$ cat src/hdl/rbt_pkg.sv
// Shared types and codes of the record bag table engine.
package rbt_pkg;

	localparam logic [2:0] ACT_INSERT = 3'd0;
	localparam logic [2:0] ACT_REMOVE = 3'd1;
	localparam logic [2:0] ACT_QUERY  = 3'd2;
	localparam logic [2:0] ACT_SORT   = 3'd3;
	localparam logic [2:0] ACT_CLEAR  = 3'd4;
	localparam logic [2:0] ACT_READ   = 3'd5;

	localparam logic [1:0] STAT_OK    = 2'd0;
	localparam logic [1:0] STAT_FULL  = 2'd1;
	localparam logic [1:0] STAT_EMPTY = 2'd2;
	localparam logic [1:0] STAT_INDEX = 2'd3;

	typedef struct packed {
		logic [1:0] size;
		logic [1:0] color;
	} entry_t;

	typedef struct packed {
		logic [1:0] status;
		logic       found;
		logic [6:0] total;
		logic [6:0] ccount;
		logic [6:0] scount;
		logic [1:0] rcolor;
		logic [1:0] rsize;
	} res_t;

	typedef enum logic [2:0] {
		ST_IDLE = 3'b001,
		ST_SCAN = 3'b010,
		ST_RDW  = 3'b100
	} state_t;

endpackage

$ cat src/hdl/rbt_ram.sv
// Generic single-clock RAM with one write port and one registered read port.
module rbt_ram #(
	parameter int WIDTH = 4,
	parameter int DEPTH = 64
) (
	input  logic                             clk,
	input  logic                             we,
	input  logic [(DEPTH > 1 ? $clog2(DEPTH) : 1)-1:0] waddr,
	input  logic [WIDTH-1:0]                 wdata,
	input  logic                             re,
	input  logic [(DEPTH > 1 ? $clog2(DEPTH) : 1)-1:0] raddr,
	output logic [WIDTH-1:0]                 rdata
);

	logic [WIDTH-1:0] mem [DEPTH];

	always_ff @(posedge clk) begin
		if (we) begin
			mem[waddr] <= wdata;
		end
		if (re) begin
			rdata <= mem[raddr];
		end
	end

endmodule

$ cat src/hdl/record_bag_table_engine_top.sv
// Record bag table engine: ordered record table in a RAM with a scan sequencer.
// Insert, clear and early-out cases finish straight from idle, read goes through the
// read-wait state, query and remove scan the filled entries once, and sort scans them
// in repeated passes, up to fill passes; one RAM read and one write per cycle.
// One item is worked on at a time; busy is high only in the scan and read-wait states.
// Reset clears the fill count and the sequencer; RAM contents stay as they are and
// only entries below the fill count are read. Results cannot be stalled.
module record_bag_table_engine_top
	import rbt_pkg::*;
#(
	parameter int TABLE_DEPTH = 64
) (
	input  logic       clk,
	input  logic       arst_n,
	input  logic       start,
	output logic       busy,
	input  logic [2:0] action,
	input  logic [1:0] ball_color,
	input  logic [1:0] ball_size,
	input  logic [5:0] entry_index,
	output logic       done,
	output logic [1:0] status,
	output logic       found,
	output logic [6:0] item_total,
	output logic [6:0] color_count,
	output logic [6:0] size_count,
	output logic [1:0] read_color,
	output logic [1:0] read_size
);

	localparam int CW = $clog2(TABLE_DEPTH + 1);
	localparam int AW = (TABLE_DEPTH > 1) ? $clog2(TABLE_DEPTH) : 1;
	localparam int XW = (CW > 6) ? CW : 6;

	state_t        state_q, state_d;
	logic [CW-1:0] fill_q, fill_d;
	logic [CW-1:0] ptr_q, ptr_d;
	logic          vld_s1, vld_d;
	logic [AW-1:0] pos_s1, pos_d;
	logic [2:0]    op_q, op_d;
	entry_t        rec_q, rec_d, rec_in;
	logic          found_q, found_d;
	logic [CW-1:0] ccnt_q, ccnt_d, scnt_q, scnt_d;
	entry_t        carry_q, carry_d;
	logic          swap_q, swap_d;
	logic          done_q, res_ld;
	res_t          res_q, res_d;

	logic          ram_we, ram_re;
	logic [AW-1:0] ram_waddr, ram_raddr;
	entry_t        ram_wdata, ram_rdata;

	logic [CW-1:0] fill_m1;
	logic [CW-1:0] fill_p1;
	logic [AW-1:0] pos_m1;

	assign rec_in  = '{size: ball_size, color: ball_color};
	assign fill_m1 = fill_q - CW'(1);
	assign fill_p1 = fill_q + CW'(1);
	assign pos_m1  = pos_s1 - AW'(1);

	rbt_ram #(
		.WIDTH($bits(entry_t)),
		.DEPTH(TABLE_DEPTH)
	) u_ram (
		.clk  (clk),
		.we   (ram_we),
		.waddr(ram_waddr),
		.wdata(ram_wdata),
		.re   (ram_re),
		.raddr(ram_raddr),
		.rdata(ram_rdata)
	);

	always_comb begin
		state_d   = state_q;
		fill_d    = fill_q;
		ptr_d     = ptr_q;
		vld_d     = 1'b0;
		pos_d     = pos_s1;
		op_d      = op_q;
		rec_d     = rec_q;
		found_d   = found_q;
		ccnt_d    = ccnt_q;
		scnt_d    = scnt_q;
		carry_d   = carry_q;
		swap_d    = swap_q;
		ram_we    = 1'b0;
		ram_waddr = fill_q[AW-1:0];
		ram_wdata = rec_in;
		ram_re    = 1'b0;
		ram_raddr = ptr_q[AW-1:0];
		res_ld    = 1'b0;
		res_d     = '0;
		res_d.total = 7'(fill_q);

		case (state_q)
			ST_IDLE: begin
				if (start) begin
					op_d    = action;
					rec_d   = rec_in;
					found_d = 1'b0;
					ccnt_d  = '0;
					scnt_d  = '0;
					swap_d  = 1'b0;
					ptr_d   = '0;
					case (action)
						ACT_INSERT: begin
							res_ld = 1'b1;
							if (fill_q == CW'(TABLE_DEPTH)) begin
								res_d.status = STAT_FULL;
							end else begin
								ram_we      = 1'b1;
								fill_d      = fill_p1;
								res_d.total = 7'(fill_p1);
							end
						end
						ACT_REMOVE: begin
							if (fill_q == '0) begin
								res_ld       = 1'b1;
								res_d.status = STAT_EMPTY;
							end else begin
								state_d = ST_SCAN;
							end
						end
						ACT_QUERY: begin
							if (fill_q == '0) begin
								res_ld = 1'b1;
							end else begin
								state_d = ST_SCAN;
							end
						end
						ACT_SORT: begin
							if (fill_q <= CW'(1)) begin
								res_ld = 1'b1;
							end else begin
								state_d = ST_SCAN;
							end
						end
						ACT_CLEAR: begin
							fill_d      = '0;
							res_ld      = 1'b1;
							res_d.total = 7'd0;
						end
						ACT_READ: begin
							if (XW'(entry_index) >= XW'(fill_q)) begin
								res_ld       = 1'b1;
								res_d.status = STAT_INDEX;
							end else begin
								ram_re    = 1'b1;
								ram_raddr = AW'(entry_index);
								state_d   = ST_RDW;
							end
						end
						default: begin
							res_ld = 1'b1;
						end
					endcase
				end
			end

			ST_RDW: begin
				res_ld       = 1'b1;
				res_d.rcolor = ram_rdata.color;
				res_d.rsize  = ram_rdata.size;
				state_d      = ST_IDLE;
			end

			ST_SCAN: begin
				// Reads run two entries ahead of the write-back, so a write at
				// position p-1 never meets the read of position p+1.
				if (ptr_q != fill_q) begin
					ram_re = 1'b1;
					ptr_d  = ptr_q + CW'(1);
					vld_d  = 1'b1;
					pos_d  = ptr_q[AW-1:0];
				end

				if (vld_s1) begin
					case (op_q)
						ACT_REMOVE: begin
							if (found_q) begin
								ram_we    = 1'b1;
								ram_waddr = pos_m1;
								ram_wdata = ram_rdata;
							end else if (ram_rdata == rec_q) begin
								found_d = 1'b1;
							end
						end
						ACT_QUERY: begin
							if (ram_rdata == rec_q) begin
								found_d = 1'b1;
							end
							if (ram_rdata.color == rec_q.color) begin
								ccnt_d = ccnt_q + CW'(1);
							end
							if (ram_rdata.size == rec_q.size) begin
								scnt_d = scnt_q + CW'(1);
							end
						end
						ACT_SORT: begin
							// The carry holds the entry with the largest size seen so far in this pass.
							if (pos_s1 == '0) begin
								carry_d = ram_rdata;
							end else begin
								ram_we    = 1'b1;
								ram_waddr = pos_m1;
								if (carry_q.size > ram_rdata.size) begin
									ram_wdata = ram_rdata;
									swap_d    = 1'b1;
								end else begin
									ram_wdata = carry_q;
									carry_d   = ram_rdata;
								end
							end
						end
						default: begin
						end
					endcase
				end else if (ptr_q == fill_q) begin
					case (op_q)
						ACT_SORT: begin
							ram_we    = 1'b1;
							ram_waddr = fill_m1[AW-1:0];
							ram_wdata = carry_q;
							if (swap_q) begin
								swap_d = 1'b0;
								ptr_d  = '0;
							end else begin
								res_ld  = 1'b1;
								state_d = ST_IDLE;
							end
						end
						ACT_REMOVE: begin
							res_ld      = 1'b1;
							res_d.found = found_q;
							if (found_q) begin
								fill_d      = fill_m1;
								res_d.total = 7'(fill_m1);
							end
							state_d = ST_IDLE;
						end
						default: begin
							res_ld       = 1'b1;
							res_d.found  = found_q;
							res_d.ccount = 7'(ccnt_q);
							res_d.scount = 7'(scnt_q);
							state_d      = ST_IDLE;
						end
					endcase
				end
			end

			default: begin
				state_d = ST_IDLE;
			end
		endcase
	end

	always_ff @(posedge clk or negedge arst_n) begin
		if (!arst_n) begin
			state_q <= ST_IDLE;
			fill_q  <= '0;
			ptr_q   <= '0;
			vld_s1  <= 1'b0;
			done_q  <= 1'b0;
		end else begin
			state_q <= state_d;
			fill_q  <= fill_d;
			ptr_q   <= ptr_d;
			vld_s1  <= vld_d;
			done_q  <= res_ld;
		end
	end

	always_ff @(posedge clk) begin
		pos_s1  <= pos_d;
		op_q    <= op_d;
		rec_q   <= rec_d;
		found_q <= found_d;
		ccnt_q  <= ccnt_d;
		scnt_q  <= scnt_d;
		carry_q <= carry_d;
		swap_q  <= swap_d;
		if (res_ld) begin
			res_q <= res_d;
		end
	end

	assign busy        = (state_q != ST_IDLE);
	assign done        = done_q;
	assign status      = res_q.status;
	assign found       = res_q.found;
	assign item_total  = res_q.total;
	assign color_count = res_q.ccount;
	assign size_count  = res_q.scount;
	assign read_color  = res_q.rcolor;
	assign read_size   = res_q.rsize;

endmodule

$ cat config.mk
export PLATFORM = sky130hd
export DESIGN_NAME = record_bag_table_engine_top
export DESIGN_NICKNAME = d
export VERILOG_FILES = /design/src/hdl/rbt_pkg.sv /design/src/hdl/rbt_ram.sv /design/src/hdl/record_bag_table_engine_top.sv
export SDC_FILE = /design/constraint.sdc
export NUM_CORES = 1
export LEC_CHECK = 0
export BUFFER_PORTS_ARGS = -buffer_cell sky130_fd_sc_hd__buf_2
export CORE_ASPECT_RATIO = 0.75
export CORE_MARGIN = 2
export CORE_UTILIZATION = 30
export CTS_BUF_LIST = sky130_fd_sc_hd__clkbuf_4
export DETAILED_ROUTE_END_ITERATION = 12
export MAX_ROUTING_LAYER = met4
export PLACE_DENSITY_LB_ADDON = 0.05
export SLEW_MARGIN = 10
export SYNTH_ARGS = -nofsm -noshare
export SYNTH_HDL_FRONTEND = slang
export SYNTH_SLANG_ARGS = --single-unit
$ cat constraint.sdc
create_clock -name clk -period 3.9 [get_ports clk]
set_input_delay 0.39 -clock clk [delete_from_list [all_inputs] [get_ports clk]]
set_output_delay 0.39 -clock clk [all_outputs]
set_load 0.02 [all_outputs]
==> impl_summary.md <==
Critical path
In this run the critical register-to-register path is captured at u_ram.rdata[2]. Counting buffers and inverters, the worst setup path is 12 cells deep. STA classifies the critical path endpoint as a flop. Of all nets on the critical path, the largest fanout is 9. Following the worst setup path forward leads to its endpoint at u_ram.rdata[2]. The depth of the worst register-to-register path is 12. The data required time of the critical path is 4.45 ns. The worst setup path is of the reg2reg kind. The register-to-register setup slack is between 0.1 and 0.15 ns. The startpoint class of the critical path is a flop. Walking the worst path, the cells encountered are inv_1 > ha_1 > a211oi_1 > o32a_2 > nand3_1 > buf_4 > a22o_2 > buf_4 > a211oi_1 > nor4_2 > nor4_1 > nor4_1. The slowest cell on the critical path is nor4_1. The worst reg2reg path startpoint is fill_q[4]. At the worst endpoint, the arrival time is between 4 and 5 ns. The cell family with the largest share of critical-path delay is compound AO/OA/AOI/OAI gates. The buffers plus inverters on the worst setup path is 3.

The largest stage delay on the critical path is roughly 0.53 ns. The source of the critical timing path is fill_q[4].

GRT
Entering global routing, the biggest net connects 65 pins. The first global-routing pass estimated ~71 mm of wire. The initial antenna violation count was 2. In the global route stage, overall resource usage came out at 19.2%. Global routing finished with a remaining overflow of 0. The via count of the first global-routing pass was between 10000 and 15000.

Die
The number of rows created at floorplan is just over 70. The number of placed I/O pins is 46. The core region is roughly 50000 µm².

The area enclosed by the die boundary is 52800 µm². The starting utilization of the core area is between 30% and 40%. Measured along the x axis, the die boundary spans between 200 and 300 µm. The vertical die dimension is approximately 200 µm.

Clock tree
The H-tree level count is 3. The maximum buffer depth of the clock tree is 3. The clock root buffer is clkbuf_4. Post-CTS timing repair inserted 0 buffers for setup.

The clock sink count is 340. The later pin in the worst-skew pair is clocked with a latency of slightly below 0.9 ns. TritonCTS built the clock tree. Clock-pin slew was measured on the worst setup and hold paths at 0.07 ns. The number of buffers created by CTS is 90.

Synth
The synthesized design contains between 300 and 400 register bits. The mapped netlist covers around 15000 µm². The total of warnings raised by yosys is 0. The cell count after synthesis came out at between 1000 and 1500.

Yosys mapped the design onto 79 distinct sky130hd cell types. The average footprint of a synthesized cell is roughly 14 µm². Counting flops with a built-in enable in the synthesized netlist gives 321. The proportion of synthesized chip area in sequential cells is about two thirds. For this run, the leading register cell type out of synthesis is edfxtp_1. The number of nets handed over by synthesis was 1161. The share of flip-flops with an asynchronous set or reset after synthesis is 5.59%.

STA
The clock skew after layout is roughly 0.10 ns. The final hold slack is between 0.3 and 0.4 ns. Of the available clock period, the critical path in the final layout requires between 90% and 100%. The hold violation total from the final report came to 0.

Measured against its own limit, the worst slew margin works out to 45.2%. The total of endpoints with negative setup slack in the final report is 0. The final-report max-slew violation count is 0. Derived from the worst setup path, the maximum achievable clock frequency is between 200 and 300 MHz. The routed design could run at a clock period as short as roughly 3.8 ns. Setup repair after global routing could not meet its margin everywhere. The setup TNS after final layout is 0 ns. The slew at the pin with the worst max-slew slack is slightly above 0.8 ns.

Route
After detailed routing, the number of remaining DRC violations is 0. Dividing the detail-routed via count by the number of cells gives slightly above 5. For this block, wires on met1 add up to 25.4 mm.

Dividing the detail-routed wire length by the instance count gives 23.3 µm. Summed over all nets, wire length on met2 after detailed routing comes to just under 20 mm. In this run the remaining antenna-violating nets after routing total 0. The iteration-0 DRC count of the detailed router is 874. Summed over all nets, wire length on met3 after detailed routing comes to ~2.9 mm. The wire length after detailed routing is 48.6 mm.

Before antenna repair, the detailed router went through 6 iterations. The detailed-route via count is about 11000. The top layer reached by signal wires is met4.

Final layout
The count of cells in the finished layout, fillers not included, comes to approximately 2100. The post-route netlist has between 20% and 30% of its cells at a drive strength greater than 1. The layout overhead on the synthesized area is 22.1%. The number of filler cells placed in the layout is slightly below 5000. The number of nets in the final layout is around 1400. The final design instance area without fill is 18700 µm².

Placed design
The HPWL after detailed placement is about 34 mm. Input and output buffers added on the ports amount to 45. Once placement finished, the instance area stood at around 17000 µm².

The number of placed instances, taps included, is between 1500 and 2000. The congestion estimate from routability-driven global placement came to between 0.9 and 1.

Run status
The flow ran to the end, and the final reports show no timing, DRC or antenna violations.

Pwr
In this run the static leakage power is approximately 6.4 nW. The worst-case IR drop observed on VDD is roughly 0.23 mV. Power comes to 0.00951 W.

The power per cell area is 510 nW/µm².

Worst hold path
The kind of path behind the tightest hold check is in2reg.

Job
The tool flagged a number of max-cap violations equal to 0.
==> routing by layer <==
metal  global-route usage [%]  vias to the layer above
met4                     5.02                        0
met5                        -                        -
li1                         -                     4960
met1                     28.6                     5372
met3                     5.05                       77
met2                     25.3                      295
==> layout make-up <==
class / instances / area (µm²) / area share (%)
clock buffer: 129 / 968 / 5.19
tap: 657 / 822 / 4.40
inverter: 28 / 106 / 0.570
clock inverter: 32 / 163 / 0.871
multi-input combinational: 702 / 4930 / 26.4
sequential: 340 / 10100 / 54.2
timing repair buffer: 198 / 1560 / 8.38
antenna: 2 / 5.00 / 0.0268
==> timing repair <==
action	4_1_cts	5_1_grt
hold buffers	11	0
endpoints found under the setup margin	1	193
gates resized for setup	2	34
pin swaps	0	0
hold endpoints to repair	34	0
==> cell usage after synthesis, types with 5 or more instances <==
cell / count / area, µm²
a211oi_1: 47 / 353
a21oi_1: 32 / 160
a221oi_1: 17 / 149
a311o_1: 6 / 60.1
a31oi_1: 6 / 37.5
and2_1: 22 / 138
and3_1: 48 / 300
buf_2: 14 / 70.1
buf_4: 5 / 37.5
clkbuf_1: 35 / 131
dfrtp_1: 18 / 450
edfxtp_1: 321 / 9640
ha_1: 16 / 200
inv_1: 26 / 97.6
mux2_2: 7 / 78.8
mux2i_1: 36 / 360
mux4_2: 9 / 203
nand2_1: 61 / 229
nand2b_1: 5 / 31.3
nand3_1: 35 / 175
nand3b_1: 5 / 37.5
nand4_1: 12 / 75.1
nor2_1: 108 / 405
nor2b_1: 6 / 37.5
nor3_1: 24 / 120
nor4_1: 10 / 62.6
o21ai_0: 28 / 140
o21ai_1: 5 / 25.0
o221a_2: 7 / 78.8
o221ai_1: 9 / 78.8
o22ai_1: 15 / 93.8
o311ai_0: 7 / 61.3
or3_1: 9 / 56.3
or4_1: 6 / 45.0
xnor2_1: 15 / 131
xor2_1: 11 / 96.3
==> registers in the layout (all words and copies together) (netlist names), 7 cells and up <==
| name | cells |
|---|---|
| item_total | 7 |
| scnt_q | 7 |
| color_count | 7 |
| u_ram.mem | 256 |
| fill_q | 7 |
| size_count | 7 |
| ccnt_q | 7 |
| ptr_q | 7 |
==> worst min-delay path by stage <==
stage,endpoint,from,cells after the start
after floorplan,done,arst_n,0
after global placement,fill_q[5],arst_n,1
after detailed placement,fill_q[5],arst_n,1
after CTS,rec_q[0],ball_color[0],2
after global routing,rec_q[1],ball_color[1],2
final,rec_q[2],ball_size[0],2
==> stage by stage <==
| stage | utilization, % | setup slack [ns] |
|---|---|---|
| 2_1_floorplan | - | 0.385 |
| 3_3_place_gp | 34.4 | -0.199 |
| 3_5_place_dp | 34.4 | -0.146 |
| 4_1_cts | 36.9 | 0.0976 |
| 5_1_grt | 37.1 | 0.000938 |
| 6_report | 37.1 | 0.149 |
==> cell usage in the layout, fill, tap and decap left out, types with 11 or more instances in the layout <==
cell,Yosys,layout
and3_1,48,48
nand4_1,12,12
edfxtp_1,321,321
clkinv_1,1,25
buf_12,0,13
a21oi_1,32,32
and2_1,22,21
nand3_1,35,33
nand2_1,61,61
nor2_1,108,92
a211oi_1,47,45
dlygate4sd3_1,0,11
ha_1,16,16
buf_2,14,45
nor3_1,24,23
o21ai_0,28,26
nor2_2,0,15
inv_1,26,23
a221oi_1,17,16
xor2_1,11,11
clkbuf_4,0,129
mux2i_1,36,34
xnor2_1,15,15
buf_4,5,129
dfrtp_1,18,18
o22ai_1,15,15
==> where the power goes <==
| part | switching (W) | internal (W) | leakage [nW] |
|---|---|---|---|
| logic | 0.00138 | 0.000672 | 2.58 |
| registers | 0.000108 | 0.00422 | 3.19 |
| clock network | 0.00154 | 0.00159 | 0.671 |
==> cell families after synthesis <==
group | synth area share [%]
buffers and inverters | 2.54
adders and majority gates | 1.37
xor gates and xnor gates | 1.49
muxes | 4.56
AOI/OAI and AO/OA | 11.0
DFF | 66.1
and+or+nand+nor | 12.9
(Power assumes the default switching activity.)
